$ cat src/rtl/ffgra_pkg.sv
`default_nettype none
package ffgra_pkg;

    localparam int MAX_COLUMNS = 16;
    localparam int MAX_ROWS    = 16;
    localparam int ID_BITS     = 8;

    localparam int COL_W  = $clog2(MAX_COLUMNS);
    localparam int ROW_W  = $clog2(MAX_ROWS);
    localparam int SIZE_W = 5;
    localparam int ROW_BITS = MAX_COLUMNS * ID_BITS;

    // actions
    localparam logic [1:0] ACT_PLACE  = 2'd0;
    localparam logic [1:0] ACT_REMOVE = 2'd1;
    localparam logic [1:0] ACT_READ   = 2'd2;

    // result status codes
    localparam logic [2:0] ST_PLACED  = 3'd0;
    localparam logic [2:0] ST_MOVED   = 3'd1;
    localparam logic [2:0] ST_NOSPACE = 3'd2;
    localparam logic [2:0] ST_REMOVED = 3'd3;
    localparam logic [2:0] ST_EMPTY   = 3'd4;
    localparam logic [2:0] ST_READ    = 3'd5;
    localparam logic [2:0] ST_RANGE   = 3'd6;

    // register indexes
    localparam logic CFG_COLS = 1'b0;
    localparam logic CFG_ROWS = 1'b1;

    typedef struct packed {
        logic       load;
        logic       rd_y;
        logic       take_owner;
        logic       scan;
        logic       fill_start;
        logic       fill;
        logic       rm_start;
        logic       rm_clr;
        logic       res_en;
        logic [2:0] res_code;
        logic       emit;
    } t_cmd;

    typedef struct packed {
        logic [1:0] act;
        logic       bad_place;
        logic       out_range;
        logic       owner_zero;
        logic       scan_last;
        logic       req_ok;
        logic       ff_found;
        logic       fill_last;
        logic       rm_last;
    } t_sts;

    // clamp a size register to 1..max
    function automatic logic [SIZE_W-1:0] clamp_size(input logic [SIZE_W-1:0] v,
                                                     input logic [SIZE_W-1:0] mx);
        logic [SIZE_W-1:0] r;
        r = v;
        if (v == '0) r = SIZE_W'(1);
        if (v > mx) r = mx;
        return r;
    endfunction

    // columns start .. start+w-1 set
    function automatic logic [MAX_COLUMNS-1:0] lane_mask(input logic [COL_W-1:0] start,
                                                         input logic [SIZE_W-1:0] w);
        logic [2*MAX_COLUMNS+31:0] m;
        m = (((2*MAX_COLUMNS+32)'(1)) << w) - (2*MAX_COLUMNS+32)'(1);
        m = m << start;
        return m[MAX_COLUMNS-1:0];
    endfunction

endpackage
`default_nettype wire

$ cat src/rtl/ffgra_ctrl.sv
`default_nettype none
module ffgra_ctrl
    import ffgra_pkg::*;
(
    input  wire logic i_clk,
    input  wire logic i_rst_n,
    input  wire logic i_in_valid,
    output logic      o_in_ready,
    output logic      o_out_valid,
    input  wire logic i_out_ready,
    input  wire t_sts i_sts,
    output t_cmd      o_cmd
);

    localparam logic [3:0] S_IDLE  = 4'd0;
    localparam logic [3:0] S_DISP  = 4'd1;
    localparam logic [3:0] S_OWN   = 4'd2;
    localparam logic [3:0] S_RMRD  = 4'd3;
    localparam logic [3:0] S_RMCLR = 4'd4;
    localparam logic [3:0] S_SCAN  = 4'd5;
    localparam logic [3:0] S_PICK  = 4'd6;
    localparam logic [3:0] S_FILL  = 4'd7;
    localparam logic [3:0] S_FIN   = 4'd8;

    logic [3:0] r_state, n_state;
    logic       r_ovld, n_ovld;

    assign o_in_ready  = (r_state == S_IDLE);
    assign o_out_valid = r_ovld;

    always_comb begin
        n_state = r_state;
        n_ovld  = r_ovld && !i_out_ready;
        o_cmd   = '0;
        case (r_state)
            S_IDLE: begin
                if (i_in_valid) begin
                    o_cmd.load = 1'b1;
                    n_state    = S_DISP;
                end
            end
            S_DISP: begin
                o_cmd.rd_y = 1'b1;
                if (i_sts.act == ACT_PLACE) begin
                    if (i_sts.bad_place) begin
                        o_cmd.res_en   = 1'b1;
                        o_cmd.res_code = ST_RANGE;
                        n_state        = S_FIN;
                    end else begin
                        n_state = S_SCAN;
                    end
                end else if (i_sts.act == ACT_REMOVE || i_sts.act == ACT_READ) begin
                    if (i_sts.out_range) begin
                        o_cmd.res_en   = 1'b1;
                        o_cmd.res_code = ST_RANGE;
                        n_state        = S_FIN;
                    end else begin
                        n_state = S_OWN;
                    end
                end else begin
                    o_cmd.res_en   = 1'b1;
                    o_cmd.res_code = ST_RANGE;
                    n_state        = S_FIN;
                end
            end
            S_OWN: begin
                o_cmd.take_owner = 1'b1;
                o_cmd.res_en     = 1'b1;
                if (i_sts.act == ACT_READ) begin
                    o_cmd.res_code = ST_READ;
                    n_state        = S_FIN;
                end else if (i_sts.owner_zero) begin
                    o_cmd.res_code = ST_EMPTY;
                    n_state        = S_FIN;
                end else begin
                    o_cmd.res_code = ST_REMOVED;
                    o_cmd.rm_start = 1'b1;
                    n_state        = S_RMRD;
                end
            end
            S_RMRD: begin
                n_state = S_RMCLR;
            end
            S_RMCLR: begin
                o_cmd.rm_clr = 1'b1;
                n_state      = i_sts.rm_last ? S_FIN : S_RMRD;
            end
            S_SCAN: begin
                o_cmd.scan = 1'b1;
                if (i_sts.scan_last) n_state = S_PICK;
            end
            S_PICK: begin
                o_cmd.res_en = 1'b1;
                if (i_sts.req_ok || i_sts.ff_found) begin
                    o_cmd.res_code   = i_sts.req_ok ? ST_PLACED : ST_MOVED;
                    o_cmd.fill_start = 1'b1;
                    n_state          = S_FILL;
                end else begin
                    o_cmd.res_code = ST_NOSPACE;
                    n_state        = S_FIN;
                end
            end
            S_FILL: begin
                o_cmd.fill = 1'b1;
                if (i_sts.fill_last) n_state = S_FIN;
            end
            S_FIN: begin
                if (!r_ovld || i_out_ready) begin
                    o_cmd.emit = 1'b1;
                    n_ovld     = 1'b1;
                    n_state    = S_IDLE;
                end
            end
            default: begin
                n_state = S_IDLE;
            end
        endcase
    end

    always_ff @(posedge i_clk) begin
        if (!i_rst_n) begin
            r_state <= S_IDLE;
            r_ovld  <= 1'b0;
        end else begin
            r_state <= n_state;
            r_ovld  <= n_ovld;
        end
    end

endmodule
`default_nettype wire

$ cat src/rtl/ffgra_dp.sv
`default_nettype none
module ffgra_dp
    import ffgra_pkg::*;
(
    input  wire logic              i_clk,
    input  wire logic              i_rst_n,
    input  wire t_cmd              i_cmd,
    output t_sts                   o_sts,
    input  wire logic [1:0]        i_action,
    input  wire logic [7:0]        i_owner_id,
    input  wire logic [4:0]        i_rect_width,
    input  wire logic [4:0]        i_rect_height,
    input  wire logic [3:0]        i_pos_x,
    input  wire logic [3:0]        i_pos_y,
    input  wire logic [SIZE_W-1:0] i_grid_columns,
    input  wire logic [SIZE_W-1:0] i_grid_rows,
    output logic [2:0]             o_status,
    output logic [3:0]             o_placed_x,
    output logic [3:0]             o_placed_y,
    output logic [7:0]             o_cell_owner
);

    // item fields
    logic [1:0]         r_act;
    logic [ID_BITS-1:0] r_id;
    logic [SIZE_W-1:0]  r_w, r_h;
    logic [COL_W-1:0]   r_x;
    logic [ROW_W-1:0]   r_y;
    logic [SIZE_W-1:0]  r_cols, r_rows;

    // walk state
    logic [ROW_W-1:0]   r_row;
    logic [SIZE_W-1:0]  r_vcnt [MAX_COLUMNS];
    logic [SIZE_W-1:0]  n_vcnt [MAX_COLUMNS];
    logic               r_found, r_req;
    logic [COL_W-1:0]   r_ffx, r_px;
    logic [ROW_W-1:0]   r_ffy, r_py;
    logic [ID_BITS-1:0] r_owner;
    logic [2:0]         r_status;

    // occupancy bits in flops, ids in a row-wide memory
    logic [MAX_COLUMNS-1:0] r_occ [MAX_ROWS];
    logic [ROW_BITS-1:0]    r_mem [MAX_ROWS];
    logic [ROW_BITS-1:0]    r_rd;
    logic [ROW_W-1:0]       rd_addr;

    logic [MAX_COLUMNS-1:0] col_ok, win_ok, fmask, col_act, match;
    logic [COL_W-1:0]       first_col;
    logic [ID_BITS-1:0]     cell_id;
    logic                   cell_used;
    logic [ID_BITS-1:0]     cell_owner;
    logic [5:0]             row_end, req_end, fill_end;

    assign rd_addr = i_cmd.rd_y ? r_y : r_row;

    always_comb begin
        for (int i = 0; i < MAX_COLUMNS; i++) begin
            if (r_occ[r_row][i])
                n_vcnt[i] = '0;
            else if (r_vcnt[i] == SIZE_W'(MAX_ROWS))
                n_vcnt[i] = r_vcnt[i];
            else
                n_vcnt[i] = r_vcnt[i] + SIZE_W'(1);
            col_ok[i]  = (n_vcnt[i] >= r_h);
            col_act[i] = (SIZE_W'(i) < r_cols);
            match[i]   = r_occ[r_row][i] && col_act[i]
                         && (r_rd[i*ID_BITS +: ID_BITS] == r_owner);
        end
        for (int i = 0; i < MAX_COLUMNS; i++) begin
            win_ok[i] = ((~col_ok & lane_mask(COL_W'(i), r_w)) == '0)
                        && ((6'(i) + 6'(r_w)) <= 6'(r_cols));
        end
        first_col = '0;
        for (int i = MAX_COLUMNS - 1; i >= 0; i--) begin
            if (win_ok[i]) first_col = COL_W'(i);
        end
    end

    assign fmask      = lane_mask(r_px, r_w);
    assign cell_id    = r_rd[r_x*ID_BITS +: ID_BITS];
    assign cell_used  = r_occ[r_y][r_x];
    assign cell_owner = cell_used ? cell_id : '0;
    assign row_end    = 6'(r_row) + 6'd1;
    assign req_end    = 6'(r_y) + 6'(r_h);
    assign fill_end   = 6'(r_py) + 6'(r_h);

    assign o_sts.act        = r_act;
    assign o_sts.bad_place  = (r_id == '0) || (r_w == '0) || (r_h == '0);
    assign o_sts.out_range  = (SIZE_W'(r_x) >= r_cols) || (SIZE_W'(r_y) >= r_rows);
    assign o_sts.owner_zero = (cell_owner == '0);
    assign o_sts.scan_last  = (row_end == 6'(r_rows));
    assign o_sts.rm_last    = (row_end == 6'(r_rows));
    assign o_sts.req_ok     = r_req;
    assign o_sts.ff_found   = r_found;
    assign o_sts.fill_last  = (row_end == fill_end);

    always_ff @(posedge i_clk) begin
        if (i_cmd.load) begin
            r_act   <= i_action;
            r_id    <= i_owner_id[ID_BITS-1:0];
            r_w     <= i_rect_width;
            r_h     <= i_rect_height;
            r_x     <= i_pos_x[COL_W-1:0];
            r_y     <= i_pos_y[ROW_W-1:0];
            r_cols  <= clamp_size(i_grid_columns, SIZE_W'(MAX_COLUMNS));
            r_rows  <= clamp_size(i_grid_rows, SIZE_W'(MAX_ROWS));
            r_row   <= '0;
            r_found <= 1'b0;
            r_req   <= 1'b0;
            r_px    <= '0;
            r_py    <= '0;
            r_owner <= '0;
            for (int i = 0; i < MAX_COLUMNS; i++) r_vcnt[i] <= '0;
        end
        if (i_cmd.take_owner) r_owner <= cell_owner;
        if (i_cmd.scan) begin
            for (int i = 0; i < MAX_COLUMNS; i++) r_vcnt[i] <= n_vcnt[i];
            r_row <= r_row + ROW_W'(1);
            if (!r_found && (win_ok != '0)) begin
                r_found <= 1'b1;
                r_ffx   <= first_col;
                r_ffy   <= ROW_W'(row_end - 6'(r_h));
            end
            if (row_end == req_end && win_ok[r_x]) r_req <= 1'b1;
        end
        if (i_cmd.fill_start) begin
            r_row <= r_req ? r_y : r_ffy;
            r_px  <= r_req ? r_x : r_ffx;
            r_py  <= r_req ? r_y : r_ffy;
        end
        if (i_cmd.rm_start) r_row <= '0;
        if (i_cmd.fill || i_cmd.rm_clr) r_row <= r_row + ROW_W'(1);
        if (i_cmd.res_en) r_status <= i_cmd.res_code;
        if (i_cmd.emit) begin
            o_status     <= r_status;
            o_placed_x   <= 4'(r_px);
            o_placed_y   <= 4'(r_py);
            o_cell_owner <= 8'(r_owner);
        end
    end

    // occupancy flops, cleared by reset
    always_ff @(posedge i_clk) begin
        if (!i_rst_n) begin
            for (int r = 0; r < MAX_ROWS; r++) r_occ[r] <= '0;
        end else begin
            if (i_cmd.fill) r_occ[r_row] <= r_occ[r_row] | fmask;
            if (i_cmd.rm_clr) r_occ[r_row] <= r_occ[r_row] & ~match;
        end
    end

    // id memory, lane write enables, registered read
    always_ff @(posedge i_clk) begin
        if (i_cmd.fill) begin
            for (int i = 0; i < MAX_COLUMNS; i++) begin
                if (fmask[i]) r_mem[r_row][i*ID_BITS +: ID_BITS] <= r_id;
            end
        end
        r_rd <= r_mem[rd_addr];
    end

endmodule
`default_nettype wire

$ cat src/rtl/first_fit_grid_region_allocator.sv
// channel   direction  handshake                     payload
// s_axis    in         s_axis_tvalid/s_axis_tready   tuser action, tdata request
// m_axis    out        m_axis_tvalid/m_axis_tready   tuser status, tdata result
// cfg       in         i_cfg_valid/o_cfg_ready       i_cfg_addr, i_cfg_data
//
// one item at a time; read, bad request or empty remove make no row pass,
// remove reads then clears each row, place scans each row and fills rect_height
// rows when a fit is found (the row-serial fit scan and one id-memory row per fill)
// occupancy lives in flops cleared by reset, so no clearing pass is needed
// a finished result sits in the output register while the next item is taken
// configuration is always ready and is sampled when an item is accepted
`default_nettype none
module first_fit_grid_region_allocator
    import ffgra_pkg::*;
(
    input  wire logic        i_clk,
    input  wire logic        i_rst_n,
    input  wire logic        s_axis_tvalid,
    output logic             s_axis_tready,
    // owner_id[7:0], rect_width[12:8], rect_height[17:13], pos_x[21:18], pos_y[25:22]
    input  wire logic [31:0] s_axis_tdata,
    // action[1:0]
    input  wire logic [1:0]  s_axis_tuser,
    output logic             m_axis_tvalid,
    input  wire logic        m_axis_tready,
    // placed_x[3:0], placed_y[7:4], cell_owner[15:8]
    output logic [15:0]      m_axis_tdata,
    // status[2:0]
    output logic [2:0]       m_axis_tuser,
    input  wire logic        i_cfg_valid,
    output logic             o_cfg_ready,
    input  wire logic        i_cfg_addr,
    input  wire logic [4:0]  i_cfg_data
);

    t_cmd cmd;
    t_sts sts;

    // size registers
    logic [SIZE_W-1:0] r_grid_columns, r_grid_rows;

    logic [3:0] placed_x, placed_y;
    logic [7:0] cell_owner;

    assign o_cfg_ready = 1'b1;

    always_ff @(posedge i_clk) begin
        if (!i_rst_n) begin
            r_grid_columns <= SIZE_W'(16);
            r_grid_rows    <= SIZE_W'(16);
        end else if (i_cfg_valid) begin
            case (i_cfg_addr)
                CFG_COLS: r_grid_columns <= i_cfg_data;
                CFG_ROWS: r_grid_rows    <= i_cfg_data;
                default:  r_grid_rows    <= r_grid_rows;
            endcase
        end
    end

    // sequencer
    ffgra_ctrl u_ctrl (
        .i_clk       (i_clk),
        .i_rst_n     (i_rst_n),
        .i_in_valid  (s_axis_tvalid),
        .o_in_ready  (s_axis_tready),
        .o_out_valid (m_axis_tvalid),
        .i_out_ready (m_axis_tready),
        .i_sts       (sts),
        .o_cmd       (cmd)
    );

    // grid store, fit scan and result registers
    ffgra_dp u_dp (
        .i_clk          (i_clk),
        .i_rst_n        (i_rst_n),
        .i_cmd          (cmd),
        .o_sts          (sts),
        .i_action       (s_axis_tuser),
        .i_owner_id     (s_axis_tdata[7:0]),
        .i_rect_width   (s_axis_tdata[12:8]),
        .i_rect_height  (s_axis_tdata[17:13]),
        .i_pos_x        (s_axis_tdata[21:18]),
        .i_pos_y        (s_axis_tdata[25:22]),
        .i_grid_columns (r_grid_columns),
        .i_grid_rows    (r_grid_rows),
        .o_status       (m_axis_tuser),
        .o_placed_x     (placed_x),
        .o_placed_y     (placed_y),
        .o_cell_owner   (cell_owner)
    );

    assign m_axis_tdata = {cell_owner, placed_y, placed_x};

endmodule
`default_nettype wire
$ cat config.mk
export PLATFORM = sky130hd
export DESIGN_NAME = first_fit_grid_region_allocator
export DESIGN_NICKNAME = d
export VERILOG_FILES = /design/src/rtl/ffgra_pkg.sv /design/src/rtl/ffgra_ctrl.sv /design/src/rtl/ffgra_dp.sv /design/src/rtl/first_fit_grid_region_allocator.sv
export SDC_FILE = /design/constraint.sdc
export NUM_CORES = 2
export LEC_CHECK = 0
export BUFFER_PORTS_ARGS = -buffer_cell sky130_fd_sc_hd__buf_2
export CAP_MARGIN = 20
export CORE_MARGIN = 4
export CORE_UTILIZATION = 60
export DETAILED_ROUTE_END_ITERATION = 6
export PLACE_DENSITY = 0.85
export SETUP_SLACK_MARGIN = 0.05
export SLEW_MARGIN = 10
export SYNTH_ARGS = -nofsm -noshare
export SYNTH_HDL_FRONTEND = slang
export SYNTH_SLANG_ARGS = --single-unit
$ cat constraint.sdc
create_clock -name i_clk -period 10.7 [get_ports i_clk]
set_clock_uncertainty 0.1 [all_clocks]
set_input_delay 1.07 -clock i_clk [delete_from_list [all_inputs] [get_ports i_clk]]
set_output_delay 1.07 -clock i_clk [all_outputs]
set_load 0.02 [all_outputs]
# --- Word level (Yosys, flattened, before mapping) ---
# Memories as Yosys holds them, arrays and structs flattened. A register that Yosys moved wholly into a read port is not among the register bits.
# Index checks and enable logic that the tools add are counted.
# Widths: inputs -> output; s select.
totals:
  ram_bits: 2384
  output_inout_bits: 22
  inputBits: 45
  reg_bits: 105
  wordCells: 503
  memories: 3
memory_table:
  columns: ["memory", "depth", "width", "rd", "rd_ports_with_merged_regs", "wr", "line", "source"]
  rows:
  - ["u_dp.r_mem", 16, 128, 1, 1, 1, "ffgra_dp.sv:43", "logic [ROW_BITS-1:0] r_mem [MAX_ROWS];"]
  - ["u_dp.r_occ", 16, 16, 2, 2, 16, "ffgra_dp.sv:42", "logic [MAX_COLUMNS-1:0] r_occ [MAX_ROWS];"]
  - ["u_dp.r_vcnt", 16, 5, 16, 0, 16, "ffgra_dp.sv:33", "logic [SIZE_W-1:0] r_vcnt [MAX_COLUMNS];"]
classes:
  addsub: 37
  mux: 191
  n_eq_ne: 49
  bitwise_logic: 38
  magnitude_cmp: 53
  shifts: 3
  reduce_logical: 99
ops:
  columns: ["operator", "count"]
  rows:
  - ["$and 16x16->16", 17]
  - ["$logic_not 16->1", 16]
  - ["$mux 5", 50]
  - ["$mux 4", 37]
  - ["$eq 8x8->1", 16]
  - ["$shiftx 128x8->8", 1]
  - ["$le 6x5->1", 15]
  - ["$mux 1", 86]
  - ["$add 5x1->5 const B", 16]
  - ["$eq 5x5->1 const B", 16]
  - ["$ge 5x5->1", 16]
  - ["$shl 1x5->64 const A", 1]
  - ["$shl 64x4->16", 1]
  - ["$sub 64x2->64 const B", 1]
  - ["$logic_and 1x1->1", 51]
  - ["$add 4x5->6 const A", 8]
  - ["$lt 4x5->1 const A", 8]
  - ["$pmux 4 s9", 1]
  - ["$mux 16", 2]
  - ["$not 16->16", 2]
  - ["$add 3x5->6 const A", 4]
  - ["$mux 8", 3]
  - ["$mux 3", 7]
  - ["$logic_not 5->1", 4]
  - ["other kinds (43)", 91]

# --- Longest topological paths before layout ---
# An unclocked memory read counts as a cell.
logic_depth:
  word_depth: 24
  mapped_depth: 21
  mapped_depth_nobuf: 18

# --- Modules after synthesis ---
# Synthesis repeated with hierarchy kept, for this count alone.
hier_totals:
  hier_cells: 6603
  hier_area_um2: 112937.1
modules_own_cells:
  columns: ["mod", "seq_area_each_um2", "cells_each", "n_inst", "area_each_um2"]
  rows:
  - ["ffgra_dp", 76993.8, 6480, 1, 111903.6]
  - ["ffgra_ctrl", 100.1, 80, 1, 608.1]
  - ["first_fit_grid_region_allocator", 200.2, 43, 1, 425.4]

# --- Least setup slack after synthesis ---
# OpenSTA, ideal clock, no wires.
synth_path:
  path_type: "register to register"
  from: "reg with a tool-made name"
  to: "reg u_dp.r_ffx[0] (enable)"
  t_arrival_ns: 5.490
  period_less_slack_ns: 5.982
  setup_ns: 0.392
  slack_ns: 4.718
  stages_incl_launch_ff: 15
  required_ns: 10.208
  n_path_buf: 2
  cell_sequence: "dfxtp_1 -> clkbuf_1 -> buf_1 -> mux4_2 -> mux4_2 -> or3b_2 -> ha_1 -> nand2b_1 -> a31oi_1 -> o21a_1 -> a2111oi_2 -> o221ai_1 -> a2111oi_4 -> nor3_1 -> a311oi_1"
synth_rtl:
  columns: ["item", "line", "source"]
  rows:
  - ["end signal: assignment", "ffgra_dp.sv:121", "r_ffx <= first_col;"]
  - ["end: declaration", "ffgra_dp.sv:36", "logic [COL_W-1:0] r_ffx, r_px;"]

==> impl_metrics.ini <==
[die]
num_rows = 158
start_util_pct = 60.6
io_pins = 67
die_x_um = 442
die_h_um = 442
core_um2 = 186000
dieArea_um2 = 195000

[power]
leakage_nw = 40.8
finalPower_mw = 35.0
ir_drop_mv = 0.410
p_per_area_nw_per_um2 = 282

[layout]
fillers = 11200
final_common_cell = edfxtp_1
mostFrequentLayoutCells = edfxtp_1, mux4_2, nor2_1
area_growth_pct = 9.97
finish.net_count = 6958
drive_gt1_share_pct = 19.5

[synth]
synthCells = 6683
synth_nets = 6939
synth_area_leader_cell = edfxtp_1
synth_edf_count = 2472
syn_avg_cell_area_um2 = 16.9
synth_area_leaders = edfxtp_1, mux4_2, dfxtp_1
async_reset_ff_share_pct = 0
ys.flop_type = edfxtp_1
synth_cell_types = 83
ys_warn_count = 0
syn_area_um2 = 113000
synth_top_area_share_pct = 65.8
synth_seq_area_share_pct = 68.5
ys_seq_elements = 2625

[outcome]
status = finished clean

[setup_path]
crit_path_cell_trace = buf_4, mux4_2, mux4_2, nand2b_1, ha_1, nand2b_1, a31oi_1, o21ai_1, nor2_1, a2111oi_0, nand2b_1, a21oi_1, o211ai_1, a311o_1, a21oi_1
required_ps = 11320
criticalPathCategory = flip-flop to flip-flop
crit_fanout = 33
crit_arrival_ps = 7300
cpMostUsedCell = nand2b_1
cp.depth = 15
critPathSlowestCell = a2111oi_0
slowest_delay_ps = 940
cp.buffers_inverters = 1
cp-end-kind = flip-flop
cp-start-kind = flip-flop
r2r_cells = 15
critical-path-top-delay-family = compound AO/OA/AOI/OAI gates

[routing]
via_count = 68300
drtIter0Drc = 11900
routedWlPerCell_um = 34.6
first_pass_iters = 7
drt_wl_total_mm = 326
drc = 0
via_per_inst = 7.26
ant_nets = 0

[clocking]
cts_hold_buf = 0
ctsLongestPathBuffers = 3
cts-resized-gates = 0
cts_made_buffers = 240
cts_tree = done
clockRootBuffer = clkbuf_16
htreeDepth = 4
cts_setup_buffers = 0
clkTransAtPathRegs_ps = 60
clock_latency_ps = 940
cts.sinks = 2625

[grt]
antenna_found_initial = 17
grt_remaining_overflow = 0
grt_pass1_wl_mm = 466
grt_pass1_vias = 67400
grt_max_degree = 257
track_usage_pct = 33.0

[min_path]
holdPathStages = 1
hold_class = input pin to flip-flop

[timing]
slew_headroom_pct = 2.76
finalHoldViolCount = 0
rsz0062_at_grt = no
fmax_ghz = 0.150
setup-tns-final_ps = 0
min_period_ps = 6680
slew_viol_final = 0
setup_violations = 0
min_period_over_period_pct = 62.4
worstMarginPinSlew_ps = 1460

[placed_design]
portBuffers = 59
hpwl_mm = 173
finalWeightedCongestion = 0.931

[run]
maxCapViolCount = 0
[synthesized netlist by cell type (all sizes together) (94+ instances only)]
master / number
a211oi: 156
a31oi: 147
and2: 156
buf: 134
clkbuf: 280
dfxtp: 153
edfxtp: 2472
ha: 207
inv: 100
mux4: 705
nand2: 438
nand3: 94
nor2: 652
nor3: 99
xnor2: 112
xor2: 116
[power breakdown]
group / switching, mW / total (mW) / leakage [nW] / internal [mW]
Clock: 4.04 / 8.81 / 3.92 / 4.78
Sequential: 0.851 / 13.2 / 24.0 / 12.4
Combinational: 7.98 / 12.9 / 12.9 / 4.96
[kinds of logic after synthesis]
logic type	after synthesis	synth area share, %
DFF	2625	68.5
and+or+nand+nor	1668	6.78
muxes	757	14.6
AOI/OAI and AO/OA	678	4.14
buffers and inverters	515	1.85
xor gates and xnor gates	228	1.77
adders and majority gates	211	2.37
other	1	0.00332
[state kept, by name, summed over array words and instances, names as in the netlist, 5 cells and up, named ones only]
name,cells
u_dp.r_mem,2048
u_dp.r_occ,256
u_dp.r_rd,128
u_dp.r_vcnt,80
u_dp.o_cell_owner,8
u_dp.r_id,8
u_dp.r_owner,8
r_grid_columns,5
r_grid_rows,5
u_dp.r_cols,5
u_dp.r_h,5
u_dp.r_rows,5
u_dp.r_w,5
[stage by stage]
step	setup slack (ps)	util (%)	std cells	hold WS, ps	instance area (um^2)
CTS	4080	66.4	9383	211	124000
finish	4020	66.6	9410	254	124000
detailed placement	4100	62.1	8925	309	116000
global route	3650	66.6	9401	213	124000
global placement	4180	62.1	8921	312	116000
floorplan	4720	-	6683	300	113000
[path summary, 6_finish.rpt]
kind                                                 start                          end  slack (ps)
worst min-delay path                       s_axis_tdata[4]       u_dp.r_id[4]$_DFFE_PP_         250
worst max register to register                   flip-flop  u_dp.r_ffx[0]$_SDFFCE_PP0P_        4020
worst max-delay path                             flip-flop  u_dp.r_ffx[0]$_SDFFCE_PP0P_        4020
worst min register to register  u_dp.r_status[0]$_DFFE_PP_   u_dp.o_status[0]$_DFFE_PP_         330
[layout make-up]
type	count	area (um^2)	share of cell area [%]
Clock inverter	121	1280	1.03
Sequential cell	2625	77300	62.3
Multi-Input combinational cell	3543	33500	27.0
Tap cell	2480	3100	2.50
Timing Repair Buffer	191	1660	1.34
Inverter	101	380	0.307
Antenna cell	12	30.0	0.0242
Clock buffer	337	6740	5.44
[per-layer routing]
metal	track usage, %	wire [um]	vias to the layer above
li1	-	-	26400
met5	0.199	239	-
met3	9.37	44500	1361
met1	41.4	103000	33900
met4	19.5	23800	18
met2	51.7	155000	6618
No activity file was read; power rests on OpenSTA's default activity.
